**config.mk**
```make
export PLATFORM = sky130hd
export DESIGN_NAME = indexed_list_engine
export DESIGN_NICKNAME = d
export VERILOG_FILES = /design/src/rtl/ile_pkg.sv /design/src/rtl/indexed_list_engine.sv
export VERILOG_INCLUDE_DIRS = /design/src /design/src/rtl
export SDC_FILE = /design/constraint.sdc
export NUM_CORES = 2
export LEC_CHECK = 0
export BUFFER_PORTS_ARGS = -buffer_cell sky130_fd_sc_hd__buf_2
export CAP_MARGIN = 20
export CORE_MARGIN = 4
export CORE_UTILIZATION = 60
export CTS_CLUSTER_SIZE = 14
export DETAILED_ROUTE_END_ITERATION = 6
export PLACE_DENSITY_LB_ADDON = 0.08
export SETUP_SLACK_MARGIN = 0.1
export SYNTH_ARGS = -nofsm -noshare
export SYNTH_HDL_FRONTEND = slang
export SYNTH_SLANG_ARGS = --single-unit
export TNS_END_PERCENT = 20
```
**constraint.sdc**
```tcl
create_clock -name clk_i -period 6.74 [get_ports clk_i]
set_input_delay 0.337 -clock clk_i [delete_from_list [all_inputs] [get_ports clk_i]]
set_output_delay 0.337 -clock clk_i [all_outputs]
set_load 0.02 [all_outputs]
```
**src/rtl/indexed_list_engine_macros.svh**
```systemverilog
// Assertion helpers shared by the list engine RTL.
// Every macro samples on clk_i and is disabled while rst_ni is low.
`ifndef INDEXED_LIST_ENGINE_MACROS_SVH
`define INDEXED_LIST_ENGINE_MACROS_SVH

// The consequent must hold in the same cycle as the antecedent.
`define ILE_ASSERT_NOW(lbl, ante, cons, msg) \
  lbl: assert property (@(posedge clk_i) disable iff (!rst_ni) (ante) |-> (cons)) \
    else $error(msg);

// The consequent must hold in the cycle after the antecedent.
`define ILE_ASSERT_NEXT(lbl, ante, cons, msg) \
  lbl: assert property (@(posedge clk_i) disable iff (!rst_ni) (ante) |=> (cons)) \
    else $error(msg);

`endif

```
**src/rtl/ile_pkg.sv**
```systemverilog
// ----------------------------------------------------------------------------
// ile_pkg
// Sizes, stream layouts and request codes of the indexed list engine.
// ----------------------------------------------------------------------------
`timescale 1ns / 1ps

package ile_pkg;

  // Number of list entries.
  localparam int unsigned CAPACITY = 64;
  localparam int unsigned ADDR_W   = $clog2(CAPACITY);
  localparam int unsigned CNT_W    = $clog2(CAPACITY + 1);

  // Fixed field widths of the stream payload.
  localparam int unsigned KIND_W = 4;
  localparam int unsigned IDX_W  = 7;
  localparam int unsigned VAL_W  = 32;
  localparam int unsigned POS_W  = 6;
  localparam int unsigned LEN_W  = 7;

  // Width used to compare request indices against the fill count.
  localparam int unsigned CMP_W = (CNT_W > IDX_W) ? CNT_W : IDX_W;

  localparam int unsigned S_TDATA_W = 48;
  localparam int unsigned M_TDATA_W = 48;

  localparam logic [VAL_W-1:0] VAL_NEG_ONE = '1;

  typedef enum logic [KIND_W-1:0] {
    KIND_APPEND   = 4'd0,
    KIND_INSERT   = 4'd1,
    KIND_REMOVE   = 4'd2,
    KIND_GET      = 4'd3,
    KIND_SET      = 4'd4,
    KIND_CONTAINS = 4'd5,
    KIND_LAST_IDX = 4'd6,
    KIND_SWAP     = 4'd7,
    KIND_CLEAR    = 4'd8
  } kind_e;

endpackage

```
**src/rtl/indexed_list_engine.sv**
```systemverilog
// ----------------------------------------------------------------------------
// indexed_list_engine
// Ordered list of signed words in one simple dual-port memory, driven by a
// read-modify-write sequencer.
// ----------------------------------------------------------------------------
// Append, set, clear and refused requests go straight to the reply step; get
// waits for the memory read; swap reads both entries and writes them back;
// insert and remove shift entries unless at the list end; contains and last
// index scan and stop at the first match. One request is in work at a time;
// the single memory read port, one entry per cycle, paces shifts and searches.
// Reset clears the fill count and control; memory contents are not cleared.
`timescale 1ns / 1ps

`include "indexed_list_engine_macros.svh"

module indexed_list_engine (
  input  logic                           clk_i,
  input  logic                           rst_ni,
  input  logic                           s_axis_tvalid,
  output logic                           s_axis_tready,
  // [6:0] index, [13:7] second_index, [45:14] value, [47:46] zero
  input  logic [ile_pkg::S_TDATA_W-1:0]  s_axis_tdata,
  // [3:0] kind
  input  logic [ile_pkg::KIND_W-1:0]     s_axis_tuser,
  output logic                           m_axis_tvalid,
  input  logic                           m_axis_tready,
  // [31:0] read_value, [37:32] position, [44:38] length_now, [47:45] zero
  output logic [ile_pkg::M_TDATA_W-1:0]  m_axis_tdata,
  // [0] ok
  output logic                           m_axis_tuser
);

  localparam int unsigned AW = ile_pkg::ADDR_W;
  localparam int unsigned CW = ile_pkg::CNT_W;
  localparam int unsigned MW = ile_pkg::CMP_W;
  localparam int unsigned VW = ile_pkg::VAL_W;
  localparam int unsigned IW = ile_pkg::IDX_W;

  typedef enum logic [3:0] {
    ST_IDLE,
    ST_SHIFT_UP,
    ST_INS_WR,
    ST_SHIFT_DN,
    ST_GET_WAIT,
    ST_SCAN,
    ST_SWAP_RD2,
    ST_SWAP_WR1,
    ST_SWAP_WR2,
    ST_REPLY
  } state_e;

  state_e                        state_q, state_d;
  ile_pkg::kind_e                kind_q, kind_d;
  logic [IW-1:0]                 idx_q, idx_d;
  logic [IW-1:0]                 idx2_q, idx2_d;
  logic [VW-1:0]                 val_q, val_d;
  logic [AW-1:0]                 ptr_q, ptr_d;
  logic [CW-1:0]                 fill_q, fill_d;
  logic                          ok_q, ok_d;
  logic [VW-1:0]                 rd_q, rd_d;
  logic [AW-1:0]                 pos_q, pos_d;
  logic                          m_valid_q, m_valid_d;
  logic [ile_pkg::M_TDATA_W-1:0] m_data_q, m_data_d;
  logic                          m_user_q, m_user_d;

  // List storage with one write port and one registered read port.
  logic [VW-1:0] mem [ile_pkg::CAPACITY];
  logic          mem_we, mem_re;
  logic [AW-1:0] mem_waddr, mem_raddr;
  logic [VW-1:0] mem_wdata, mem_rdata_q;

  logic [IW-1:0] in_idx, in_idx2;
  logic [VW-1:0] in_val;
  logic [MW-1:0] fill_x, in_idx_x, in_idx2_x;
  logic [MW-1:0] len_x, pos_x;
  logic [AW-1:0] last_addr;
  logic          full, accept;

  assign in_idx  = s_axis_tdata[IW-1:0];
  assign in_idx2 = s_axis_tdata[2*IW-1:IW];
  assign in_val  = s_axis_tdata[2*IW+VW-1:2*IW];

  assign fill_x    = MW'(fill_q);
  assign in_idx_x  = MW'(in_idx);
  assign in_idx2_x = MW'(in_idx2);
  assign full      = (fill_q == CW'(ile_pkg::CAPACITY));
  assign last_addr = AW'(fill_q - CW'(1));
  assign len_x     = MW'(fill_q);
  assign pos_x     = MW'(pos_q);

  assign accept        = s_axis_tvalid && s_axis_tready;
  assign s_axis_tready = (state_q == ST_IDLE);
  assign m_axis_tvalid = m_valid_q;
  assign m_axis_tdata  = m_data_q;
  assign m_axis_tuser  = m_user_q;

  always_comb begin
    state_d   = state_q;
    kind_d    = kind_q;
    idx_d     = idx_q;
    idx2_d    = idx2_q;
    val_d     = val_q;
    ptr_d     = ptr_q;
    fill_d    = fill_q;
    ok_d      = ok_q;
    rd_d      = rd_q;
    pos_d     = pos_q;
    m_valid_d = m_valid_q;
    m_data_d  = m_data_q;
    m_user_d  = m_user_q;
    mem_we    = 1'b0;
    mem_waddr = '0;
    mem_wdata = '0;
    mem_re    = 1'b0;
    mem_raddr = '0;

    if (m_valid_q && m_axis_tready) begin
      m_valid_d = 1'b0;
    end

    unique case (state_q)
      ST_IDLE: begin
        if (accept) begin
          kind_d  = ile_pkg::kind_e'(s_axis_tuser);
          idx_d   = in_idx;
          idx2_d  = in_idx2;
          val_d   = in_val;
          ok_d    = 1'b0;
          rd_d    = '0;
          pos_d   = '0;
          state_d = ST_REPLY;
          unique case (ile_pkg::kind_e'(s_axis_tuser))
            ile_pkg::KIND_APPEND: begin
              if (!full) begin
                mem_we    = 1'b1;
                mem_waddr = AW'(fill_q);
                mem_wdata = in_val;
                fill_d    = fill_q + CW'(1);
                ok_d      = 1'b1;
              end
            end
            ile_pkg::KIND_INSERT: begin
              if (!full && in_idx_x <= fill_x) begin
                if (in_idx_x == fill_x) begin
                  mem_we    = 1'b1;
                  mem_waddr = AW'(in_idx);
                  mem_wdata = in_val;
                  fill_d    = fill_q + CW'(1);
                  ok_d      = 1'b1;
                end else begin
                  // Walk down from the top entry, moving each one up a slot.
                  mem_re    = 1'b1;
                  mem_raddr = last_addr;
                  ptr_d     = last_addr;
                  state_d   = ST_SHIFT_UP;
                end
              end
            end
            ile_pkg::KIND_REMOVE: begin
              if (in_idx_x < fill_x) begin
                if (AW'(in_idx) == last_addr) begin
                  fill_d = fill_q - CW'(1);
                  ok_d   = 1'b1;
                end else begin
                  mem_re    = 1'b1;
                  mem_raddr = AW'(in_idx) + AW'(1);
                  ptr_d     = AW'(in_idx) + AW'(1);
                  state_d   = ST_SHIFT_DN;
                end
              end
            end
            ile_pkg::KIND_GET: begin
              if (in_idx_x < fill_x) begin
                mem_re    = 1'b1;
                mem_raddr = AW'(in_idx);
                state_d   = ST_GET_WAIT;
              end else begin
                rd_d = ile_pkg::VAL_NEG_ONE;
              end
            end
            ile_pkg::KIND_SET: begin
              if (in_idx_x < fill_x) begin
                mem_we    = 1'b1;
                mem_waddr = AW'(in_idx);
                mem_wdata = in_val;
                ok_d      = 1'b1;
              end
            end
            ile_pkg::KIND_CONTAINS: begin
              if (fill_q != '0) begin
                mem_re    = 1'b1;
                mem_raddr = '0;
                ptr_d     = '0;
                state_d   = ST_SCAN;
              end
            end
            ile_pkg::KIND_LAST_IDX: begin
              if (fill_q != '0) begin
                mem_re    = 1'b1;
                mem_raddr = last_addr;
                ptr_d     = last_addr;
                state_d   = ST_SCAN;
              end
            end
            ile_pkg::KIND_SWAP: begin
              if (in_idx_x < fill_x && in_idx2_x < fill_x) begin
                mem_re    = 1'b1;
                mem_raddr = AW'(in_idx);
                state_d   = ST_SWAP_RD2;
              end
            end
            ile_pkg::KIND_CLEAR: begin
              fill_d = '0;
              ok_d   = 1'b1;
            end
            default: begin
              ok_d = 1'b0;
            end
          endcase
        end
      end

      ST_SHIFT_UP: begin
        // Read data holds the entry at ptr_q; it moves to ptr_q + 1.
        mem_we    = 1'b1;
        mem_waddr = ptr_q + AW'(1);
        mem_wdata = mem_rdata_q;
        if (ptr_q == AW'(idx_q)) begin
          state_d = ST_INS_WR;
        end else begin
          mem_re    = 1'b1;
          mem_raddr = ptr_q - AW'(1);
          ptr_d     = ptr_q - AW'(1);
        end
      end

      ST_INS_WR: begin
        mem_we    = 1'b1;
        mem_waddr = AW'(idx_q);
        mem_wdata = val_q;
        fill_d    = fill_q + CW'(1);
        ok_d      = 1'b1;
        state_d   = ST_REPLY;
      end

      ST_SHIFT_DN: begin
        mem_we    = 1'b1;
        mem_waddr = ptr_q - AW'(1);
        mem_wdata = mem_rdata_q;
        if (ptr_q == last_addr) begin
          fill_d  = fill_q - CW'(1);
          ok_d    = 1'b1;
          state_d = ST_REPLY;
        end else begin
          mem_re    = 1'b1;
          mem_raddr = ptr_q + AW'(1);
          ptr_d     = ptr_q + AW'(1);
        end
      end

      ST_GET_WAIT: begin
        rd_d    = mem_rdata_q;
        ok_d    = 1'b1;
        state_d = ST_REPLY;
      end

      ST_SCAN: begin
        if (mem_rdata_q == val_q) begin
          ok_d    = 1'b1;
          pos_d   = (kind_q == ile_pkg::KIND_LAST_IDX) ? ptr_q : '0;
          state_d = ST_REPLY;
        end else if (kind_q == ile_pkg::KIND_CONTAINS) begin
          if (ptr_q == last_addr) begin
            state_d = ST_REPLY;
          end else begin
            mem_re    = 1'b1;
            mem_raddr = ptr_q + AW'(1);
            ptr_d     = ptr_q + AW'(1);
          end
        end else begin
          if (ptr_q == '0) begin
            state_d = ST_REPLY;
          end else begin
            mem_re    = 1'b1;
            mem_raddr = ptr_q - AW'(1);
            ptr_d     = ptr_q - AW'(1);
          end
        end
      end

      ST_SWAP_RD2: begin
        // The first entry arrives now; the request value is no longer needed.
        val_d     = mem_rdata_q;
        mem_re    = 1'b1;
        mem_raddr = AW'(idx2_q);
        state_d   = ST_SWAP_WR1;
      end

      ST_SWAP_WR1: begin
        mem_we    = 1'b1;
        mem_waddr = AW'(idx_q);
        mem_wdata = mem_rdata_q;
        state_d   = ST_SWAP_WR2;
      end

      ST_SWAP_WR2: begin
        mem_we    = 1'b1;
        mem_waddr = AW'(idx2_q);
        mem_wdata = val_q;
        ok_d      = 1'b1;
        state_d   = ST_REPLY;
      end

      ST_REPLY: begin
        if (!m_valid_q || m_axis_tready) begin
          m_valid_d = 1'b1;
          m_user_d  = ok_q;
          m_data_d  = {3'b000, len_x[ile_pkg::LEN_W-1:0],
                       pos_x[ile_pkg::POS_W-1:0], rd_q};
          state_d   = ST_IDLE;
        end
      end

      default: begin
        state_d = ST_IDLE;
      end
    endcase
  end

  always_ff @(posedge clk_i or negedge rst_ni) begin
    if (!rst_ni) begin
      state_q   <= ST_IDLE;
      kind_q    <= ile_pkg::KIND_APPEND;
      idx_q     <= '0;
      idx2_q    <= '0;
      val_q     <= '0;
      ptr_q     <= '0;
      fill_q    <= '0;
      ok_q      <= 1'b0;
      rd_q      <= '0;
      pos_q     <= '0;
      m_valid_q <= 1'b0;
      m_data_q  <= '0;
      m_user_q  <= 1'b0;
    end else begin
      state_q   <= state_d;
      kind_q    <= kind_d;
      idx_q     <= idx_d;
      idx2_q    <= idx2_d;
      val_q     <= val_d;
      ptr_q     <= ptr_d;
      fill_q    <= fill_d;
      ok_q      <= ok_d;
      rd_q      <= rd_d;
      pos_q     <= pos_d;
      m_valid_q <= m_valid_d;
      m_data_q  <= m_data_d;
      m_user_q  <= m_user_d;
    end
  end

  always_ff @(posedge clk_i) begin
    if (mem_we) begin
      mem[mem_waddr] <= mem_wdata;
    end
    if (mem_re) begin
      mem_rdata_q <= mem[mem_raddr];
    end
  end

  `ILE_ASSERT_NOW(a_fill_bound, 1'b1, fill_q <= CW'(ile_pkg::CAPACITY),
                  "fill count above capacity")
  `ILE_ASSERT_NEXT(a_reply_holds, state_q == ST_REPLY && m_valid_q && !m_axis_tready,
                   state_q == ST_REPLY, "result dropped while output stalled")
  `ILE_ASSERT_NEXT(a_scan_keeps_fill, state_q == ST_SCAN, $stable(fill_q),
                   "fill count changed during a search")
  `ILE_ASSERT_NOW(a_result_from_reply, $rose(m_valid_q), $past(state_q) == ST_REPLY,
                  "result raised outside the reply step")

endmodule
```
-- Yosys cells after proc, flatten, opt, wreduce, memory -nomap -nowiden
Memories as Yosys holds them, arrays and structs flattened. A register that Yosys moved wholly into a read port is not among the register bits.
Index checks and enable logic that the tools add are counted.
- flip-flop bits (word level): 151
- bits in writable memories: 2048
- output and inout port bits: 51
- word-level logic and storage cells: 209
- memories kept: 1
- memory list (memory ; words ; bits a word ; rd ports ; clocked after Yosys merged registers in ; write ports ; line ; text):
    mem ; 64 ; 32 ; 1 ; 1 ; 1 ; indexed_list_engine.sv:67 ; logic [VW-1:0] mem [ile_pkg::CAPACITY];
- add/sub/neg operators: 5
- $lt $le $gt $ge: 3
- equal/unequal tests: 45
- mux-type cells: 110
- reduce and logical (&&, ||, !) cells: 32
- operator list (operator ; number):
    32-bit 2-to-1 mux ; 9
    6-bit 2-to-1 mux ; 32
    32-bit one-hot mux with 3 select lines ; 2
    32-bit one-hot mux with 2 select lines ; 2
    6-bit one-hot mux with 5 select lines ; 3
    4-bit 2-to-1 mux ; 14
    7-bit 2-to-1 mux ; 7
    6-bit one-hot mux with 4 select lines ; 2
    4-bit by 3-bit equality test with 1-bit output (second input constant) ; 10
    32-bit equality test ; 1
    4-bit one-hot mux with 8 select lines ; 1
    3-bit inequality test (second input constant) ; 10
    7-bit one-hot mux with 4 select lines ; 1
    1-bit 2-to-1 mux ; 27
    7-bit one-hot mux with 3 select lines ; 1
    4-bit one-hot mux with 5 select lines ; 1
    6-bit equality test ; 3
    6-bit one-hot mux with 3 select lines ; 1
    4-bit by 2-bit equality test with 1-bit output (second input constant) ; 4
    1-bit one-hot mux with 5 select lines ; 3
    7-bit less-than comparator ; 2
    6-bit by 1-bit adder with 6-bit output (second input constant) ; 2
    4-bit equality test (second input constant) ; 3
    2-bit inequality test (second input constant) ; 6
    31 further kinds ; 48

-- Depth between registers and ports, before layout
- depth in word-level cells: 9
- depth in mapped cells: 21
- gate-level depth less buffers: 16

-- Worst setup path after synthesis
Ideal clock, no wire load.
- kind: reg2reg
- start point: reg fill_q[4]
- end point: mem mem[5][0] in the netlist's numbering, enable pin
- library setup time: 421 ps
- arrival: 4286 ps
- data required time: 6319 ps
- slack: 2033 ps
- stages on the path, launching flop included: 13
- path buffers: 2
- clock period less this slack: 4707 ps
- path through: dfrtp_1 -> buf_2 -> clkinv_1 -> ha_1 -> a21oi_1 -> o21a_1 -> nor2b_1 -> a32o_1 -> a22o_1 -> a21oi_1 -> or3b_2 -> clkbuf_1 -> nor2_1
- word-level cells in the longest chain between the ends: 9
- elaborated cells on any way between the ends: 22
- classes of those cells: order compare: 2; eq/ne: 2; mux: 16; reduce/logical: 2
- ends and longest elaborated chain (item ; line ; text):
    start, declared ; indexed_list_engine.sv:58 ; logic [CW-1:0] fill_q, fill_d;
    start signal, assigned ; indexed_list_engine.sv:352 ; fill_q <= fill_d;
    parallel branches: the longest is 9 deep, another holds 7-bit less-or-equal comparator ; n/a ;
    end, declared ; indexed_list_engine.sv:67 ;
Several ways; the timed one is not identified.

-- Final worst setup path
- start point: reg fill_q[1]
- end point: reg mem_rdata_q[31] (read register of mem) (data pin)
- word-level cells in the longest chain between the ends: 7
- elaborated cells on any way between the ends: 38
- classes of those cells: add/sub: 1; order compare: 3; eq/ne: 4; mux: 26; reduce/logical: 4
- ends and longest elaborated chain (item ; line ; text):
    7-bit by 1-bit subtractor with 7-bit output / 7-bit equality test (equally long branches) ; n/a ;
    6-bit equality test / 1-bit logical NOT (equally long branches) ; indexed_list_engine.sv:161, indexed_list_engine.sv:143 ;
    6-bit 2-to-1 mux, or another cell as far along ; indexed_list_engine.sv:161 ; if (AW'(in_idx) == last_addr) begin
    6-bit 2-to-1 mux, or another cell as far along ; indexed_list_engine.sv:160 ; if (in_idx_x < fill_x) begin
    6-bit one-hot mux with 5 select lines / 1-bit one-hot mux with 5 select lines (equally long branches) ; indexed_list_engine.sv:132 ; unique case (ile_pkg::kind_e'(s_axis_tuser))
    6-bit 2-to-1 mux / 1-bit 2-to-1 mux (equally long branches) ; indexed_list_engine.sv:123 ; if (accept) begin
    6-bit one-hot mux with 5 select lines / 1-bit one-hot mux with 5 select lines (equally long branches) ; indexed_list_engine.sv:121 ; unique case (state_q)
    end, declared ; indexed_list_engine.sv:70 ; logic [VW-1:0] mem_wdata, mem_rdata_q;
Several ways; a longest one is shown, not always the timed one.
A chain may end at the register's enable or synchronous reset.

==> out/metrics.csv <==
stage,metric,value,unit
logic_synthesis,synth-compound-area-share,0.0662,
power_and_ir_drop,total_power,0.0560,W
global_routing,grt_pass1_wl,390000,microns
timing,finalCritPeriodShare,0.898,
worst_setup_path,crit_path_max_fanout,78,
worst_setup_path,start_kind,register,
route,drtIter0Drc,7890,
floorplanning,fp.coreArea,150000,sq um
global_routing,grt_use_met2,0.530,
run,max_cap_viol_count,0,
floorplanning,die_y,398,microns
worst_setup_path,cp-end-kind,register,
timing,worst_clock_skew,56.3,ps
final_layout,fillerInstances,10544,
placed_design,gp_congestion,0.940,
logic_synthesis,synth_mux_area_frac,0.0236,
floorplanning,io_pins,107,
route,drt-total-wl,270000,microns
global_routing,grt_max_degree,146,
worst_setup_path,required,7330,ps
floorplanning,die_area,158000,sq um
floorplanning,die_x,398,microns
logic_synthesis,ys.flop_type,edfxtp_1,
final_layout,multi_input_area,23600,sq um
clock_network,clk_path_buf_depth,3,
timing,hold_viol,0,
timing,worst_pin_slew,1250,ps
final_layout,post-route-util,0.686,
timing,fmax,0.165,GHz
route,via_count,60901,
global_routing,grtUsageTotal,0.339,
global_routing,grt_pass1_vias,57697,
clock_network,holdBufCountCts,49,
timing,relSlewSlack,0.168,
timing,setup_viol,0,
clock_network,clockRootBuffer,clkbuf_16,
clock_network,ctsResizeCount,0,
clock_network,cts_buffers,216,
clock_network,cts_post_setup_buffers_inserted,0,
placed_design,io_buffers,101,
logic_synthesis,syn_inst,7110,
timing,fin_setup_tns,0,ps
status,outcome,finished with violations,
timing,final_max_slew_viol_count,0,
clock_network,clk_pin_slew,70,ps
logic_synthesis,syn_area_per_cell,12.8,sq um
timing,min_period,6050,ps
route,drt_pass1_iterations,7,
logic_synthesis,synthSimpleGateAreaFrac,0.150,
route,postRouteAntennaNets,0,
route,viasPerCell,6.39,
clock_network,clk_latency,860,ps
global_routing,grt-busiest-layer,met2,
power_and_ir_drop,leakage,35.7,nW
power_and_ir_drop,power.density,542,nW/um^2
worst_setup_path,critPathKind,reg2reg,
global_routing,antenna_found_initial,27,
timing,hold-worst-slack,99.0,ps
logic_synthesis,synthArstFlopShare,0.0677,
logic_synthesis,yosysWarnings,0,
final_layout,nNetsFinal,7394,
final_layout,drive_gt1_frac,0.122,
status,violations,DRC,
route,drc,1,
global_routing,overflow,0,
logic_synthesis,synth-edff-count,2080,
clock_network,clock_sinks,2231,
placed_design,hpwl,160000,microns
logic_synthesis,ys_types,97,
logic_synthesis,synthAdderAreaFrac,0.00288,
hold_path,holdCritPathClass,in2reg,
placed_design,place_area,95900,sq um
logic_synthesis,post_synth_instance_area,91200,sq um
logic_synthesis,synth_seq_area_share,0.726,
final_layout,finalInstanceArea,103000,sq um
final_layout,seq_area,66200,sq um
logic_synthesis,synth_xor_area_frac,0.00719,
timing,rsz0062_at_grt,false,
power_and_ir_drop,vdd_ir_drop_max,0.000745,V
final_layout,synthToLayoutAreaGrowth,13.1,%
route,wl_per_cell,28.3,microns
logic_synthesis,synth_seq_cells,2231,
floorplanning,fp-row-count,142,
clock_network,cts_tree,done,
floorplanning,start_util,0.606,
clock_network,cts.htree.levels,4,
worst_setup_path,arrival,6640,ps
logic_synthesis,synth_top_family_by_area,simple AND/OR/NAND/NOR gates,
global_routing,met1_usage,0.460,
global_routing,grtUsageMet3,0.0717,
[synthesized netlist by cell type (18+ instances only)]
| cell type | count | area share |
|---|---|---|
| mux2i_1 | 153 | 0.017 |
| inv_1 | 18 | 0.00074 |
| o22ai_1 | 23 | 0.0016 |
| and4_1 | 32 | 0.0031 |
| nand2_1 | 1966 | 0.081 |
| xnor2_1 | 59 | 0.0057 |
| a32oi_1 | 65 | 0.0062 |
| a21oi_1 | 425 | 0.023 |
| ha_1 | 21 | 0.0029 |
| o311ai_1 | 21 | 0.0020 |
| buf_1 | 57 | 0.0023 |
| nand3_1 | 797 | 0.044 |
| buf_4 | 19 | 0.0016 |
| nand4_1 | 70 | 0.0048 |
| a22oi_1 | 99 | 0.0081 |
| nor2_1 | 137 | 0.0056 |
| buf_2 | 181 | 0.0099 |
| nor4_1 | 30 | 0.0021 |
| a32o_1 | 27 | 0.0030 |
| clkbuf_1 | 210 | 0.0086 |
| mux2_2 | 43 | 0.0053 |
| a311oi_1 | 28 | 0.0027 |
| and3_1 | 28 | 0.0019 |
| dfrtp_1 | 151 | 0.041 |
| o21ai_0 | 77 | 0.0042 |
| edfxtp_1 | 2080 | 0.68 |
| a31oi_1 | 54 | 0.0037 |
[power by group]
| group | total (W) | switching, W | internal, W |
|---|---|---|---|
| Clock | 0.0116 | 0.00517 | 0.00639 |
| Combinational | 0.0237 | 0.0173 | 0.00635 |
| Sequential | 0.0208 | 0.000842 | 0.0199 |
[worst max-delay path, stage by stage, from the launching register on]
cell and delay [ps]:
dfrtp_1 480, inv_1 240, ha_1 390, or3b_1 420, xnor2_1 200, o2111a_2 440
inv_2 200, a221o_1 410, a311oi_2 370, nand3_4 430, buf_12 350, buf_4 310
mux2i_1 170, a22oi_1 90, a32oi_1 310, nand4_1 490, and4_1 410
[flip-flops by register name, summed over array words and instances (netlist names), 7 cells and up]
name          flops
mem            2048
m_axis_tdata     45
mem_rdata_q      32
rd_q             32
val_q            32
fill_q            7
[through the flow]
step | instances | worst slack (ps)
detailed placement | 9064 | 866
global placement | 9062 | 930
CTS | 9515 | 846
floorplan | 7112 | 2030
global route | 9517 | 557
finish | 9525 | 687
[layout by cell type, fill, tap and decap left out, types with 77 or more instances in the layout]
cell type  Yosys  layout
a21oi_1      425     424
a22oi_1       99      99
buf_2        181     101
buf_4         19     256
clkbuf_16      0     218
dfrtp_1      151     151
edfxtp_1    2080    2080
mux2i_1      153     153
nand2_1     1966    1933
nand3_1      797     796
o21ai_0       77      77
[layer usage]
| layer | up-vias | wire (microns) | share of wire |
|---|---|---|---|
| met5 | - | 71 | 0.00026 |
| met1 | 30214 | 101000 | 0.38 |
| met3 | 648 | 28200 | 0.10 |
| li1 | 26642 | - | - |
| met4 | 10 | 14200 | 0.053 |
| met2 | 3387 | 126000 | 0.47 |
[worst paths after layout]
kind	startpoint	slack [ps]	to	cells past startpoint
setup reg to reg	fill_q[1]$_DFFE_PN0P_	690	mem_rdata_q[31]$_DFFE_PP_	16
setup / recovery	fill_q[1]$_DFFE_PN0P_	690	mem_rdata_q[31]$_DFFE_PP_	16
max in group asynchronous	rst_ni	5200	rd_q[6]$_DFFE_PN0P_	3
hold reg to reg	pos_q[4]$_DFFE_PN0P_	470	pos_q[4]$_DFFE_PN0P_	2
hold / removal	s_axis_tuser[2]	100	kind_q[2]$_DFFE_PN0P_	3
min in group asynchronous	rst_ni	220	fill_q[0]$_DFFE_PN0P_	2
[cells by family after synthesis]
logic type / Yosys count
AO/OA/AOI/OAI: 932
XOR/XNOR: 70
adder cells (fa/ha/maj): 21
buffers and inverters: 497
flip-flops: 2231
multiplexers: 202
other: 1
AND/OR/NAND/NOR: 3156
[layout make-up]
cell class,instances,share of cell area
diodes,8,0.000194
clock buffers,284,0.0556
clock inverters,118,0.00973
inverters,22,0.000800
multi-input cells,4384,0.228
flip-flops and latches,2231,0.642
well taps,2016,0.0244
repair buffers,462,0.0391
Power figures use the tool's default switching activity.
